`src/rtl/trss_pkg.sv`:
```
// Shared types and constants for the timed relay state sequencer.
// No dependencies; compile first.
package trss_pkg;

  localparam int STATE_IDX_W = 3;   // width of a state index on ports and in entries
  localparam int TIME_W      = 32;
  localparam int FLAGS_W     = 8;
  localparam int RELAY_W     = 4;
  localparam int BATCH_W     = 16;
  localparam int ENTRY_W     = 47;
  localparam int CFG_IDX_W   = 3;

  // entry packing
  localparam int TIME_LSB   = 0;
  localparam int FLAGS_LSB  = 32;
  localparam int NEXT_LSB   = 40;
  localparam int RELAY_LSB  = 43;

  // flag fields
  localparam int EVAP_LSB   = 0;    // bits 1:0
  localparam int COUNT_BIT  = 2;
  localparam int BIN_LSB    = 3;    // bits 4:3

  // datapath commands issued by the controller
  typedef struct packed {
    logic latch;        // capture request fields, clear step count and fault
    logic enter_start;  // enter the requested start state
    logic enter_next;   // enter the active entry's next state
    logic tick;         // advance the millisecond timer
    logic apply;        // drive the active entry's relay pattern
    logic set_fault;    // mark the chain as aborted
    logic load_out;     // capture the result register
  } dp_cmd_t;

  // datapath status seen by the controller
  typedef struct packed {
    logic leave;        // active state must be left
    logic over_limit;   // chain has run past the step limit
    logic out_free;     // result register can take a new result
  } dp_status_t;

endpackage

```
`src/rtl/trss_item_if.sv`:
```
// Request channel carrying one input item.
// Depends on trss_pkg.
interface trss_item_if;
  logic                             valid;
  logic                             ready;
  logic                             mode;
  logic [trss_pkg::STATE_IDX_W-1:0] start_state;
  logic                             evaporator_level;
  logic                             bin_level;

  modport source (output valid, mode, start_state, evaporator_level, bin_level, input ready);
  modport sink   (input valid, mode, start_state, evaporator_level, bin_level, output ready);
endinterface

```
`src/rtl/trss_result_if.sv`:
```
// Request channel carrying one result item.
// Depends on trss_pkg.
interface trss_result_if;
  logic                             valid;
  logic                             ready;
  logic [trss_pkg::RELAY_W-1:0]     relay_pins;
  logic [trss_pkg::STATE_IDX_W-1:0] current_state;
  logic [trss_pkg::STATE_IDX_W-1:0] current_mode;
  logic [trss_pkg::BATCH_W-1:0]     batch_total;
  logic [trss_pkg::TIME_W-1:0]      time_left;
  logic                             loop_fault;

  modport source (output valid, relay_pins, current_state, current_mode, batch_total,
                  time_left, loop_fault, input ready);
  modport sink   (input valid, relay_pins, current_state, current_mode, batch_total,
                  time_left, loop_fault, output ready);
endinterface

```
`src/rtl/trss_cfg_if.sv`:
```
// Configuration write channel: table entry index and data.
// Depends on trss_pkg.
interface trss_cfg_if;
  logic                           valid;
  logic                           ready;
  logic [trss_pkg::CFG_IDX_W-1:0] index;
  logic [trss_pkg::ENTRY_W-1:0]   data;

  modport source (output valid, index, data, input ready);
  modport sink   (input valid, index, data, output ready);
endinterface

```
`src/rtl/trss_datapath.sv`:
```
// Datapath: state table, timer, batch counter, step counter, result register.
// Depends on trss_pkg; driven by trss_ctrl commands.
module trss_datapath #(
  parameter int STATES     = 8,
  parameter int LOOP_LIMIT = 8
) (
  input  logic                             clk,
  input  logic                             rst,
  input  trss_pkg::dp_cmd_t                cmd,
  output trss_pkg::dp_status_t             status,
  // request fields
  input  logic [trss_pkg::STATE_IDX_W-1:0] start_state,
  input  logic                             evaporator_level,
  input  logic                             bin_level,
  // config write
  input  logic                             cfg_we,
  input  logic [trss_pkg::CFG_IDX_W-1:0]   cfg_index,
  input  logic [trss_pkg::ENTRY_W-1:0]     cfg_data,
  // result
  input  logic                             out_ready,
  output logic                             out_valid,
  output logic [trss_pkg::RELAY_W-1:0]     relay_pins,
  output logic [trss_pkg::STATE_IDX_W-1:0] current_state,
  output logic [trss_pkg::STATE_IDX_W-1:0] current_mode,
  output logic [trss_pkg::BATCH_W-1:0]     batch_total,
  output logic [trss_pkg::TIME_W-1:0]      time_left,
  output logic                             loop_fault
);
  import trss_pkg::*;

  localparam int IDXW = (STATES > 1) ? $clog2(STATES) : 1;
  localparam int SW   = $clog2(LOOP_LIMIT + 2);

  function automatic logic [IDXW-1:0] clamp_idx(input logic [STATE_IDX_W-1:0] idx);
    logic [IDXW-1:0] r;
    if (int'(idx) >= STATES) r = IDXW'(STATES - 1);
    else                     r = idx[IDXW-1:0];
    return r;
  endfunction

  logic [ENTRY_W-1:0]     entries [STATES];
  logic [RELAY_W-1:0]     relay_pattern;
  logic [IDXW-1:0]        active;
  logic [TIME_W-1:0]      elapsed;
  logic [BATCH_W-1:0]     batch_count;
  logic [STATE_IDX_W-1:0] mode_held;
  logic [SW-1:0]          steps;
  logic                   fault;
  logic [STATE_IDX_W-1:0] start_q;
  logic                   evap_q;
  logic                   bin_q;

  logic [ENTRY_W-1:0]     cur;
  logic [TIME_W-1:0]      cur_time;
  logic [FLAGS_W-1:0]     cur_flags;
  logic [STATE_IDX_W-1:0] cur_next;
  logic [RELAY_W-1:0]     cur_relays;
  logic [IDXW-1:0]        tgt;
  logic [FLAGS_W-1:0]     tgt_flags;
  logic [TIME_W-1:0]      left_now;

  assign cur        = entries[active];
  assign cur_time   = cur[TIME_LSB +: TIME_W];
  assign cur_flags  = cur[FLAGS_LSB +: FLAGS_W];
  assign cur_next   = cur[NEXT_LSB +: STATE_IDX_W];
  assign cur_relays = cur[RELAY_LSB +: RELAY_W];

  assign tgt       = clamp_idx(cmd.enter_start ? start_q : cur_next);
  assign tgt_flags = entries[tgt][FLAGS_LSB +: FLAGS_W];

  // condition code c matches level (~c & 3); codes 0 and 1 never match a 1-bit level
  assign status.leave = (elapsed >= cur_time) ||
                        (~cur_flags[EVAP_LSB +: 2] == {1'b0, evap_q}) ||
                        (~cur_flags[BIN_LSB +: 2] == {1'b0, bin_q});
  assign status.over_limit = (steps > SW'(LOOP_LIMIT));
  assign status.out_free   = !out_valid || out_ready;

  assign left_now = (cur_time > elapsed) ? (cur_time - elapsed) : '0;

  always_ff @(posedge clk) begin
    if (rst) begin
      for (int i = 0; i < STATES; i++) entries[i] <= '0;
      relay_pattern <= '0;
      active        <= '0;
      elapsed       <= '0;
      batch_count   <= '0;
      mode_held     <= '0;
      steps         <= '0;
      fault         <= 1'b0;
      out_valid     <= 1'b0;
    end else begin
      if (cfg_we && (int'(cfg_index) < STATES)) begin
        entries[cfg_index[IDXW-1:0]] <= cfg_data;
      end
      if (cmd.latch) begin
        steps <= '0;
        fault <= 1'b0;
      end
      if (cmd.enter_start) begin
        mode_held <= start_q;
      end
      if (cmd.enter_start || cmd.enter_next) begin
        active  <= tgt;
        elapsed <= '0;
        if (tgt_flags[COUNT_BIT]) batch_count <= batch_count + 1'b1;
        if (cmd.enter_next) steps <= steps + 1'b1;
      end
      if (cmd.tick && (elapsed != '1)) begin
        elapsed <= elapsed + 1'b1;
      end
      if (cmd.apply) begin
        relay_pattern <= cur_relays;
      end
      if (cmd.set_fault) begin
        fault <= 1'b1;
      end
      if (cmd.load_out) begin
        out_valid <= 1'b1;
      end else if (out_ready) begin
        out_valid <= 1'b0;
      end
    end
  end

  // request capture and result payload
  always_ff @(posedge clk) begin
    if (cmd.latch) begin
      start_q <= start_state;
      evap_q  <= evaporator_level;
      bin_q   <= bin_level;
    end
    if (cmd.load_out) begin
      relay_pins    <= ~relay_pattern;
      current_state <= STATE_IDX_W'(active);
      current_mode  <= mode_held;
      batch_total   <= batch_count;
      time_left     <= left_now;
      loop_fault    <= fault;
    end
  end

endmodule

```
`src/rtl/trss_ctrl.sv`:
```
// Controller FSM: sequences start, tick and state-chain steps.
// Depends on trss_pkg; drives trss_datapath through dp_cmd_t.
module trss_ctrl (
  input  logic                 clk,
  input  logic                 rst,
  input  logic                 in_valid,
  input  logic                 in_mode,
  output logic                 in_ready,
  input  trss_pkg::dp_status_t status,
  output trss_pkg::dp_cmd_t    cmd
);
  import trss_pkg::*;

  typedef enum logic [7:0] {
    S_IDLE  = 8'b0000_0001,
    S_START = 8'b0000_0010,
    S_TICK  = 8'b0000_0100,
    S_TEST  = 8'b0000_1000,
    S_CHAIN = 8'b0001_0000,
    S_CHECK = 8'b0010_0000,
    S_APPLY = 8'b0100_0000,
    S_DONE  = 8'b1000_0000
  } ctrl_state_t;

  ctrl_state_t state, state_next;

  assign in_ready = (state == S_IDLE) && !rst;

  always_comb begin
    state_next = state;
    cmd        = '0;
    case (state)
      S_IDLE: begin
        if (in_valid) begin
          cmd.latch  = 1'b1;
          state_next = in_mode ? S_START : S_TICK;
        end
      end
      S_START: begin
        cmd.enter_start = 1'b1;
        state_next      = S_APPLY;
      end
      S_TICK: begin
        cmd.tick   = 1'b1;
        state_next = S_TEST;
      end
      S_TEST: begin
        state_next = status.leave ? S_CHAIN : S_DONE;
      end
      S_CHAIN: begin
        cmd.enter_next = 1'b1;
        state_next     = S_CHECK;
      end
      S_CHECK: begin
        if (status.over_limit) begin
          cmd.set_fault = 1'b1;
          state_next    = S_DONE;
        end else if (status.leave) begin
          state_next = S_CHAIN;
        end else begin
          state_next = S_APPLY;
        end
      end
      S_APPLY: begin
        cmd.apply  = 1'b1;
        state_next = S_DONE;
      end
      S_DONE: begin
        if (status.out_free) begin
          cmd.load_out = 1'b1;
          state_next   = S_IDLE;
        end
      end
      default: begin
        state_next = S_IDLE;
      end
    endcase
  end

  always_ff @(posedge clk) begin
    if (rst) state <= S_IDLE;
    else     state <= state_next;
  end

endmodule

```
`src/rtl/timed_relay_state_sequencer.sv`:
```
// Timed relay state sequencer, top level.
// A start request passes START and APPLY; a tick passes TICK and TEST and, when the
// state must be left, CHAIN and CHECK for each chained state (N at most LOOP_LIMIT+1)
// and APPLY unless the chain runs away. Both end in DONE, which waits for the output
// register. One request at a time, taken only in IDLE; results wait in that register.
// Reset (rst, synchronous): table cleared, relays off, state 0, counters zero.
module timed_relay_state_sequencer #(
  parameter int STATES     = 8,
  parameter int LOOP_LIMIT = 8
) (
  input logic    clk,
  input logic    rst,
  trss_item_if.sink     item,
  trss_result_if.source result,
  trss_cfg_if.sink      cfg
);
  import trss_pkg::*;

  dp_cmd_t    cmd;
  dp_status_t status;

  // Table writes taken each cycle not in reset; user must write only while idle.
  assign cfg.ready = !rst;

  // Controller: accepts a request when idle, then walks the tick / chain
  // sequence and hands the result to the output register.
  trss_ctrl u_ctrl (
    .clk      (clk),
    .rst      (rst),
    .in_valid (item.valid),
    .in_mode  (item.mode),
    .in_ready (item.ready),
    .status   (status),
    .cmd      (cmd)
  );

  // Datapath: state table, timer, batch counter, chain step counter and the
  // result register that parts the request side from the result side.
  trss_datapath #(
    .STATES     (STATES),
    .LOOP_LIMIT (LOOP_LIMIT)
  ) u_datapath (
    .clk              (clk),
    .rst              (rst),
    .cmd              (cmd),
    .status           (status),
    .start_state      (item.start_state),
    .evaporator_level (item.evaporator_level),
    .bin_level        (item.bin_level),
    .cfg_we           (cfg.valid && cfg.ready),
    .cfg_index        (cfg.index),
    .cfg_data         (cfg.data),
    .out_ready        (result.ready),
    .out_valid        (result.valid),
    .relay_pins       (result.relay_pins),
    .current_state    (result.current_state),
    .current_mode     (result.current_mode),
    .batch_total      (result.batch_total),
    .time_left        (result.time_left),
    .loop_fault       (result.loop_fault)
  );

endmodule

```
`src/flat_wrapper.sv`:
```
// flat-port wrapper written by rule: the top's interface ports become plain ports
module timed_relay_state_sequencer_flat import trss_pkg::*;
#(
  parameter int STATES     = 8,
  parameter int LOOP_LIMIT = 8
)
  (clk, rst, item_valid, item_mode, item_start_state, item_evaporator_level, item_bin_level, item_ready, result_valid, result_relay_pins, result_current_state, result_current_mode, result_batch_total, result_time_left, result_loop_fault, result_ready, cfg_valid, cfg_index, cfg_data, cfg_ready);
  trss_item_if item_i ();
  trss_result_if result_i ();
  trss_cfg_if cfg_i ();
  input logic clk;
  input logic rst;
  input wire logic [$bits(item_i.valid)-1:0] item_valid;
  input wire logic [$bits(item_i.mode)-1:0] item_mode;
  input wire logic [$bits(item_i.start_state)-1:0] item_start_state;
  input wire logic [$bits(item_i.evaporator_level)-1:0] item_evaporator_level;
  input wire logic [$bits(item_i.bin_level)-1:0] item_bin_level;
  output wire logic [$bits(item_i.ready)-1:0] item_ready;
  output wire logic [$bits(result_i.valid)-1:0] result_valid;
  output wire logic [$bits(result_i.relay_pins)-1:0] result_relay_pins;
  output wire logic [$bits(result_i.current_state)-1:0] result_current_state;
  output wire logic [$bits(result_i.current_mode)-1:0] result_current_mode;
  output wire logic [$bits(result_i.batch_total)-1:0] result_batch_total;
  output wire logic [$bits(result_i.time_left)-1:0] result_time_left;
  output wire logic [$bits(result_i.loop_fault)-1:0] result_loop_fault;
  input wire logic [$bits(result_i.ready)-1:0] result_ready;
  input wire logic [$bits(cfg_i.valid)-1:0] cfg_valid;
  input wire logic [$bits(cfg_i.index)-1:0] cfg_index;
  input wire logic [$bits(cfg_i.data)-1:0] cfg_data;
  output wire logic [$bits(cfg_i.ready)-1:0] cfg_ready;
  assign item_i.valid = item_valid;
  assign item_i.mode = item_mode;
  assign item_i.start_state = item_start_state;
  assign item_i.evaporator_level = item_evaporator_level;
  assign item_i.bin_level = item_bin_level;
  assign item_ready = item_i.ready;
  assign result_valid = result_i.valid;
  assign result_relay_pins = result_i.relay_pins;
  assign result_current_state = result_i.current_state;
  assign result_current_mode = result_i.current_mode;
  assign result_batch_total = result_i.batch_total;
  assign result_time_left = result_i.time_left;
  assign result_loop_fault = result_i.loop_fault;
  assign result_i.ready = result_ready;
  assign cfg_i.valid = cfg_valid;
  assign cfg_i.index = cfg_index;
  assign cfg_i.data = cfg_data;
  assign cfg_ready = cfg_i.ready;
  timed_relay_state_sequencer #(.STATES(STATES), .LOOP_LIMIT(LOOP_LIMIT)) u_core (.clk(clk), .rst(rst), .item(item_i), .result(result_i), .cfg(cfg_i));
endmodule
```
`config.mk`:
```
export PLATFORM = sky130hd
export DESIGN_NAME = timed_relay_state_sequencer_flat
export DESIGN_NICKNAME = d
export VERILOG_FILES = /design/src/rtl/trss_pkg.sv /design/src/rtl/trss_item_if.sv /design/src/rtl/trss_result_if.sv /design/src/rtl/trss_cfg_if.sv /design/src/rtl/trss_datapath.sv /design/src/rtl/trss_ctrl.sv /design/src/rtl/timed_relay_state_sequencer.sv /design/src/flat_wrapper.sv
export SDC_FILE = /design/constraint.sdc
export NUM_CORES = 1
export LEC_CHECK = 0
export ABC_AREA = 0
export BUFFER_PORTS_ARGS = -buffer_cell sky130_fd_sc_hd__buf_2
export CAP_MARGIN = 20
export CELL_PAD_IN_SITES_DETAIL_PLACEMENT = 0
export CELL_PAD_IN_SITES_GLOBAL_PLACEMENT = 1
export CORE_MARGIN = 8
export CORE_UTILIZATION = 50
export DETAILED_ROUTE_END_ITERATION = 8
export GPL_TIMING_DRIVEN = 0
export PLACE_DENSITY_LB_ADDON = 0.1
export SETUP_SLACK_MARGIN = 0.05
export SLEW_MARGIN = 20
export SYNTH_ARGS = -nofsm -noshare
export SYNTH_HDL_FRONTEND = slang
export SYNTH_SLANG_ARGS = --single-unit
```
`constraint.sdc`:
```
create_clock -name clk -period 8.6 [get_ports clk]
set_input_delay 2.58 -clock clk [delete_from_list [all_inputs] [get_ports clk]]
set_output_delay 2.58 -clock clk [all_outputs]
set_load 0.005 [all_outputs]
```
==> out/qor.yml <==
nNetsFinal: 1996
whs_path_depth: 0
power_density_nw_per_um2: 210.6
routed.top_layer: "met5"
gr-total-overflow: 0
p_sw_share_pct: 21.83
worst_pin_slew_ns: 1.074
die_area_um2: 52600
syn-cell-area_um2: 22760
fill_cells: 3572
switchingPower_mw: 1.223
cts-root-buf: "clkbuf_16"
row_count: 78
cap_violations: 0
place_area_um2: 24680
post-cts-setup-buffers: 0
power_frac_clock_pct: 43.7
netlist.area_leader.share_pct: 54.88
p_leak_nw: 9.337
grt_pass1_vias: 14452
max_stage_delay_ns: 0.62
fin_crit_ns: 7.144
clock_path_buffers: 3
final.setup_skew_ns: 0.01992
ys_dominant_reg_cell: "edfxtp_1"
syn_area_per_cell_um2: 13.36
outcome: "finished clean"
start_util_pct: 50.37
cts.sinks: 491
stdcell_area_um2: 26600
vias: 14155
finalNonFillerCells: 2547
cp_data_required_time_ns: 6.02
r2r_cells: 17
wirelength_mm: 57.51
finalHoldViolations: 0
wl_met3_mm: 4.157
cts.htree.levels: 2
rrSetupSlack_ns: 1.81
crit_top_cell: "clkbuf_1"
combPwrFrac_pct: 7.7
path_clk_slew_ns: 0.06
cts_tree: "built"
ys_types: 62
synth_edf_count: 416
die_h_um: 229.4
grt_max_degree: 45
placed_cells: 2442
slew_headroom_pct: 28.40
grt_pass1_wl_mm: 87.56
async_flop_share_pct: 0
drt_iter0_drc: 1102
synth_area_leaders: "edfxtp_1 (55%), and2_1 (9.8%), mux4_2 (8.5%), dfxtp_1 (6.6%), ha_1 (2.0%)"
holdPathEnd: "u_core.u_datapath.current_state[2]"
core_um2: 45190
port_buffers: 118
p_int_mw: 4.380
cts_resized: 0
wl_met1_mm: 23.31
postCtsHoldBufs: 0
fp.dieW_um: 229.4
cts_buffers: 53
antenna_found_initial: 7
fmax_mhz: 140.0
cp_cell_sequence: "clkbuf_1, clkbuf_1, buf_1, nor2_1, buf_2"
dr_wl_met2_mm: 28.26
startpoint_type: "input port"
syn_nets: 1802
setup_violations: 0
postRouteAntennaNets: 0
worstHoldStart: "u_core.u_datapath.active[2]"
via_per_inst: 5.558
cp_top_family: "buffers and inverters"
dp_hpwl_mm: 40.35
drive_gt1_share_pct: 18.63
io_pins: 123
fin_util_pct: 58.86
wire_per_inst_um: 22.58
hold_class: "flip-flop to flip-flop"
synth-seq-area-share_pct: 61.48
fin_crit_sh_pct: 83.07
criticalPathCategory: "input port to output pin"
worstPathArrival_ns: 4.56
drv_slew: 0
place_congestion: 0.8497
cp_num_cells: 5
endpoint_kind: "output pin"
cp_num_buf_inv: 4
synth.ff_latch_count: 491
cp_max_fo: 10
synthToLayoutAreaGrowth_pct: 16.85
insertion_delay_ns: 0.61
yosys.area.top_type: "edfxtp_1"
crit-reg2reg-capture: "u_core.u_datapath.time_left[19]"
synthCells: 1704
yosysWarnings: 0
setup_tns_ns: 0
grt_setup_unrepaired: "no"
power.total_mw: 5.603
route.detailed.drc: 0
grt_usage_pct: 21.78
p_seq_share_pct: 48.6
peakVddDrop_v: 0.0001593
first_pass_iters: 5
cp_slowest_cell: "buf_1"
cell type report:
type | instances | area, um2 | share of cell area [%]
sequential | 491 | 13990 | 52.61
multi-input combinational | 1075 | 8330 | 31.32
clock buffer | 73 | 1534 | 5.767
timing repair buffer | 139 | 1087 | 4.088
tap | 600 | 750.7 | 2.823
clock inverter | 27 | 364.1 | 1.369
buffer | 81 | 312.8 | 1.176
inverter | 57 | 214.0 | 0.8044
antenna | 4 | 10.01 | 0.03763
cell families (layout without fill, tap and decap cells):
| family | after synthesis | count (layout) | share of synthesized area [%] |
|---|---|---|---|
| buf+inv | 138 | 377 | 2.314 |
| compound gates | 192 | 192 | 5.179 |
| simple gates | 672 | 672 | 16.63 |
| other cells | 0 | 4 | 0 |
| flops | 491 | 491 | 61.48 |
| mux | 132 | 132 | 10.71 |
| fa+ha+maj | 37 | 37 | 2.067 |
| xor+xnor | 42 | 42 | 1.616 |
synth_stat cells (all sizes together), types with 8 or more instances:
cell	instances
edfxtp	416
and2	358
nor2	94
mux4	86
dfxtp	75
clkbuf	67
nand2	64
o21ai	62
inv	57
a21oi	49
ha	36
nand3	36
mux2	32
nor3	28
xnor2	28
a21o	16
nand4	15
a211oi	14
buf	14
mux2i	14
xor2	14
and3	12
nor2b	11
nor4	11
nand2b	8
per-layer routing:
metal / vias to the layer above / global-route usage [%]
li1: 6658 / -
met1: 6954 / 27.24
met2: 432 / 36.78
met3: 105 / 5.562
met4: 6 / 6.993
met5: - / 0
placed cells by master (no fill, tap or decap), types with 37 or more instances in the layout:
| master | netlist | final |
|---|---|---|
| a21oi_1 | 49 | 49 |
| and2_1 | 358 | 358 |
| buf_2 | 4 | 122 |
| clkbuf_1 | 67 | 76 |
| clkbuf_16 | 0 | 55 |
| dfxtp_1 | 75 | 75 |
| edfxtp_1 | 416 | 416 |
| inv_1 | 56 | 56 |
| mux4_2 | 86 | 86 |
| nand2_1 | 64 | 64 |
| nor2_1 | 94 | 94 |
| o21ai_0 | 43 | 37 |
worst reg2reg max path: stages, from the launching register on:
cell	delay (ns)
dfxtp_1	0.52
buf_1	0.57
clkbuf_1	0.57
buf_1	0.64
clkbuf_1	0.58
mux4_2	0.40
mux2_2	0.28
ha_1	0.28
clkbuf_1	0.27
a21oi_1	0.12
o21a_1	0.19
o311ai_1	0.63
o21ai_1	0.25
a21oi_1	0.20
o22a_1	0.37
nand2_1	0.17
clkbuf_1	0.31
nor2_1	0.26
state kept, by name, indices dropped and copies added, names as in the netlist, named ones only:
signal                           flops
u_core.u_ctrl.state                  8
u_core.u_datapath.current_state      3
u_core.u_datapath.fault              1
u_core.u_datapath.loop_fault         1
u_core.u_datapath.relay_pins         4
u_core.u_datapath.elapsed           32
u_core.u_datapath.batch_total       16
u_core.u_datapath.entries          352
u_core.u_datapath.active             3
u_core.u_datapath.current_mode       3
u_core.u_datapath.relay_pattern      4
u_core.u_datapath.bin_q              1
u_core.u_datapath.evap_q             1
u_core.u_datapath.out_valid          1
u_core.u_datapath.time_left         32
u_core.u_datapath.batch_count       16
u_core.u_datapath.start_q            3
u_core.u_datapath.mode_held          3
u_core.u_datapath.steps              4
stage by stage:
stage	setup slack, ns	hold WS (ns)
final	1.456	0.4339
after floorplan	1.885	0.4081
after detailed placement	1.386	0.4198
after global routing	1.268	0.4470
after global placement	-1.806	0.4140
after CTS	1.376	0.4339
worst max-delay path by stage:
stage               startpoint                                to  slack, ns
finish                     rst                        item_ready       1.46
CTS                        rst                        item_ready       1.38
detailed placement         rst                        item_ready       1.39
global route         flip-flop   u_core.u_datapath.time_left[26]       1.27
global placement           rst  u_core.u_datapath.entries[6][16]      -1.81
floorplan                  rst   u_core.u_datapath.entries[5][0]       1.89
power groups by stage:
| stage | Clock (mW) | Sequential [mW] | Combinational, mW |
|---|---|---|---|
| 4_1_cts | 2.49 | 2.72 | 0.433 |
| 3_5_place_dp | 0 | 2.77 | 0.431 |
| 6_report | 2.45 | 2.72 | 0.429 |
| 2_1_floorplan | 0 | 2.77 | 0.256 |
| 5_1_grt | 2.58 | 2.73 | 0.469 |
| 3_3_place_gp | 0 | 2.78 | 0.395 |
Power figures use the tool's default switching activity.
